**config.mk**
```make
export PLATFORM = sky130hd
export DESIGN_NAME = amti_front
export DESIGN_NICKNAME = d
export VERILOG_FILES = /design/src/amti_pkg.sv /design/src/amti_front.sv
export SDC_FILE = /design/constraint.sdc
export NUM_CORES = 1
export LEC_CHECK = 0
export ABC_AREA = 1
export BUFFER_PORTS_ARGS = -buffer_cell sky130_fd_sc_hd__buf_2
export CORE_MARGIN = 2
export CORE_UTILIZATION = 30
export DETAILED_ROUTE_END_ITERATION = 10
export SLEW_MARGIN = 25
export SYNTH_ARGS = -nofsm -noshare
export SYNTH_HDL_FRONTEND = slang
export SYNTH_SLANG_ARGS = --single-unit
```
**constraint.sdc**
```tcl
create_clock -name i_clk -period 31.2 [get_ports i_clk]
set_clock_uncertainty 0.15 [all_clocks]
set_input_delay 6.24 -clock i_clk [delete_from_list [all_inputs] [get_ports i_clk]]
set_output_delay 6.24 -clock i_clk [all_outputs]
set_load 0.01 [all_outputs]
```
**src/amti_pkg.sv**
```systemverilog
// Package for the accelerometer magnitude interpolator.
// Holds the item types, operation codes, fixed widths and the back-end state type.
// No dependencies.
package amti_pkg;

    localparam int ACC_W  = 16;
    localparam int TIME_W = 32;
    localparam int MAG_W  = 24;
    localparam int SQ_W   = 32;
    localparam int RAD_W  = 48;
    localparam int DIV_W  = 32;
    localparam int CNT_W  = 6;

    localparam logic [1:0] OP_BEGIN = 2'd0;
    localparam logic [1:0] OP_SLOT  = 2'd1;
    localparam logic [1:0] OP_QUERY = 2'd2;
    localparam logic [1:0] OP_NONE  = 2'd3;

    localparam logic [15:0]       REST_RESET  = 16'd1000;
    localparam logic [16:0]       WEIGHT_ONE  = 17'h10000;
    localparam logic [5:0]        WEIGHT_BITS = 6'd16;
    localparam logic [5:0]        NORM_BITS   = 6'd32;
    localparam logic signed [23:0] NORM_MAX   = 24'sh7FFFFF;
    localparam logic signed [23:0] NORM_MIN   = 24'sh800000;
    localparam logic [31:0]       NORM_POS_LIM = 32'd8388607;
    localparam logic [31:0]       NORM_NEG_LIM = 32'd8388608;

    typedef struct packed {
        logic [1:0]         op;
        logic               received;
        logic signed [15:0] accel_x;
        logic signed [15:0] accel_y;
        logic signed [15:0] accel_z;
        logic [31:0]        sample_time;
        logic [31:0]        query_time;
    } t_in_item;

    typedef struct packed {
        logic [23:0]        magnitude;
        logic signed [23:0] normalized;
    } t_out_item;

    typedef struct packed {
        logic signed [15:0] x;
        logic signed [15:0] y;
        logic signed [15:0] z;
    } t_accel;

    typedef struct packed {
        t_accel      acc;
        logic [31:0] t;
    } t_entry;

    typedef enum logic [4:0] {
        S_IDLE,
        S_BEGIN,
        S_SLOT,
        S_SLOT_APPEND,
        S_WALK,
        S_WALK_CHK,
        S_RD_A,
        S_RD_B,
        S_RD_C,
        S_SQ,
        S_ROOT_GO,
        S_ROOT,
        S_WEIGHT,
        S_DIVW,
        S_MUL,
        S_INTERP,
        S_NORM,
        S_NORMW
    } t_back_state;

endpackage

```
**src/amti_front.sv**
```systemverilog
// Front end of the interpolator: takes command beats, drops the no-op code,
// and holds up to two items for the back end. Depends on amti_pkg.
module amti_front (
    input  logic                i_clk,
    input  logic                i_rst_n,
    input  logic                start,
    input  amti_pkg::t_in_item  i_item,
    output logic                busy,
    output logic                o_valid,
    output amti_pkg::t_in_item  o_item,
    input  logic                i_ready
);
    import amti_pkg::*;

    t_in_item   r_slot [2];
    logic       r_wr;
    logic       r_rd;
    logic [1:0] r_fill;
    logic       push;
    logic       pop;

    assign busy    = (r_fill == 2'd2);
    assign push    = start && !busy && (i_item.op != OP_NONE);
    assign o_valid = (r_fill != 2'd0);
    assign pop     = o_valid && i_ready;
    assign o_item  = r_slot[r_rd];

    // store accepted beats
    always_ff @(posedge i_clk) begin
        if (push) begin
            r_slot[r_wr] <= i_item;
        end
    end

    // advance pointers and fill level
    always_ff @(posedge i_clk) begin
        if (!i_rst_n) begin
            r_wr   <= 1'b0;
            r_rd   <= 1'b0;
            r_fill <= 2'd0;
        end else begin
            if (push) begin
                r_wr <= !r_wr;
            end
            if (pop) begin
                r_rd <= !r_rd;
            end
            if (push && !pop) begin
                r_fill <= r_fill + 2'd1;
            end else if (pop && !push) begin
                r_fill <= r_fill - 2'd1;
            end
        end
    end

endmodule

```
==> results.sh <==
export IMPL_htreeDepth=1
export IMPL_worstMarginPinSlew_ns=0.993
export IMPL_drive_gt1_share_pct=58.5
export IMPL_worstSetupPathType="reg2out"
export IMPL_area_growth_syn_to_layout_pct=26.9
export IMPL_first_global_vias=4531
export IMPL_wirelength_um=17000
export IMPL_core_rowCount=62
export IMPL_status="complete, no violations"
export IMPL_cts_made_buffers=26
export IMPL_grt_start_max_net_pins=75
export IMPL_track_usage_pct=10.7
export IMPL_cp_num_buf_inv=2
export IMPL_nets=770
export IMPL_cts_sinks=235
export IMPL_period_needed_ns=9.43
export IMPL_cts_root_buf="clkbuf_16"
export IMPL_die_y_um=175
export IMPL_setup_violations=0
export IMPL_final_common_cell="buf_2"
export IMPL_final_hold_viol_count=0
export IMPL_most_common_layout_cells="235 x buf_2, 230 x edfxtp_1, 65 x mux2_2"
export IMPL_clock_latency_ns=0.53
export IMPL_cp_top_family="buffers and inverters"
export IMPL_crit_chain="buf_4 > mux2_2 > buf_2"
export IMPL_fin_crit_sh_pct=30.2
export IMPL_post_cts_setup_buffer_count=0
export IMPL_crit_path_top_delay_cell="dfxtp_4"
export IMPL_clkTransAtPathRegs_ns=0.06
export IMPL_crit_required_ns=24.81
export IMPL_cts_buffer_depth=3
export IMPL_finalSetupTns_ns=0
export IMPL_synth_area_leaders="edfxtp_1 79%, mux2_4 8.6%, mux2_2 8.4%, dfxtp_1 1.1%, buf_6 0.90%"
export IMPL_wl_met2_um=8160
export IMPL_first_pass_iters=4
export IMPL_port_buffers=235
export IMPL_dieArea_sq_mm=0.0305
export IMPL_startpoint_type="flip-flop"
export IMPL_synth_top_area_share_pct=79.0
export IMPL_postSynthCellCount=396
export IMPL_cts_resized=0
export IMPL_worstPathMaxFanout=58
export IMPL_seq_area_frac_synth_pct=80.1
export IMPL_crit_arrival_ns=3.04
export IMPL_wl_per_cell_um=16.2
export IMPL_fmax_mhz=106
export IMPL_fill_cells=2700
export IMPL_final_util_pct=38.6
export IMPL_drc=0
export IMPL_tritoncts="yes"
export IMPL_irDropWorstVdd_mv=0.0497
export IMPL_wl_met3_um=1310
export IMPL_gp_congestion=0.713
export IMPL_grt_setup_unrepaired="false"
export IMPL_synth_largest_area_cell="edfxtp_1"
export IMPL_grt_overflow=0
export IMPL_die_x_um=175
export IMPL_dpl_instance_area_sq_mm=0.0103
export IMPL_antenna_found_initial=2
export IMPL_synth_fp_nets=516
export IMPL_powerDensity_mw_per_mm2=76.0
export IMPL_drv_cap=0
export IMPL_hold_buffers=0
export IMPL_yosysUniqueCellTypes=16
export IMPL_io_pin_count=236
export IMPL_wl_met1_um=7100
export IMPL_synth_avg_cell_area_sq_um=22.1
export IMPL_worstSetupEndpointType="output port"
export IMPL_grt_pass1_wl_um=25600
export IMPL_top_layer="met4"
export IMPL_start_util_pct=30.5
export IMPL_core_sq_mm=0.0287
export IMPL_p_leak_nw=4.17
export IMPL_max_slew_margin_rel_pct=33.8
export IMPL_synth_area_sq_mm=0.00874
export IMPL_drtIter0Drc=239
export IMPL_vias=4406
export IMPL_yosysWarningCount=0
export IMPL_final_max_slew_viol_count=0
export IMPL_hp_class="reg2reg"
export IMPL_dp_hpwl_um=10900
export IMPL_synth_seq_cells=235
export IMPL_critPathMaxStageDelay_ns=0.91
export IMPL_ant_nets=0
export IMPL_via_per_inst=4.19
export IMPL_final_area_sq_mm=0.0111
-- path summary, 6_finish.rpt --
path                           from                        to  slack [ns]  cells after the start
max                       flip-flop                o_item[39]       21.77                      3
min               r_rd$_SDFFE_PN0P_                 flip-flop        0.35                      2
max reg2reg  r_fill[1]$_SDFFE_PN0P_  r_slot[1][112]$_DFFE_PP_       28.63                      6
min reg2reg       r_rd$_SDFFE_PN0P_                 flip-flop        0.35                      2
-- registers in the layout, indices dropped and copies added (netlist names), named ones only --
register  count
r_fill        2
r_slot      230
r_rd          1
r_wr          1
-- area by class of cell --
| class | instances | area (sq um) | share of cell area [%] |
|---|---|---|---|
| clock inverter | 7 | 50.0 | 0.451 |
| antenna | 2 | 5.00 | 0.0451 |
| tap | 384 | 480 | 4.33 |
| sequential | 235 | 7010 | 63.2 |
| timing repair buffer | 239 | 1210 | 10.9 |
| clock buffer | 36 | 698 | 6.29 |
| multi-input combinational | 141 | 1610 | 14.5 |
| inverter | 7 | 28.8 | 0.259 |
-- kinds of logic after synthesis --
logic type | after synthesis | synth area share (%)
adder cells (fa/ha/maj) | 1 | 0.143
multiplexers | 115 | 17.0
buffers and inverters | 20 | 1.55
AND/OR/NAND/NOR | 22 | 1.00
flip-flops | 235 | 80.1
AO/OA/AOI/OAI | 3 | 0.200
-- layer usage --
| metal | up-vias | track usage (%) |
|---|---|---|
| li1 | 2068 | - |
| met4 | 0 | 2.74 |
| met1 | 2145 | 13.3 |
| met5 | - | 0 |
| met3 | 31 | 3.61 |
| met2 | 162 | 17.9 |
-- Yosys cell counts (all sizes together) --
master	instances
a21oi	1
buf	13
dfxtp	5
edfxtp	230
ha	1
inv	7
mux2	115
nand2	11
nand3	1
nand4	1
nor2	8
nor3	1
o21a	1
o21ai	1
-- tightest hold or removal path: stages (launching register included) --
cell     delay (ns)
dfxtp_1        0.33
nor2_1         0.06
nor2_1         0.08
-- report_power, final --
part / internal [mW] / switching [mW]
logic: 0.0852 / 0.0852
registers: 0.387 / 0.0169
clock network: 0.155 / 0.114
total: 0.627 / 0.216
-- metrics by stage --
step                      worst slack (ns)  instances  power [mW]  hold WS [ns]
after global placement               22.30       1006       0.584         0.332
after floorplan                      16.21        396       0.527         0.317
after global routing                 21.59       1049       0.885         0.416
after detailed placement             22.28       1006       0.586         0.345
final                                21.77       1051       0.844         0.350
after CTS                            21.69       1049       0.860         0.359
No activity file was read; power rests on OpenSTA's default activity.
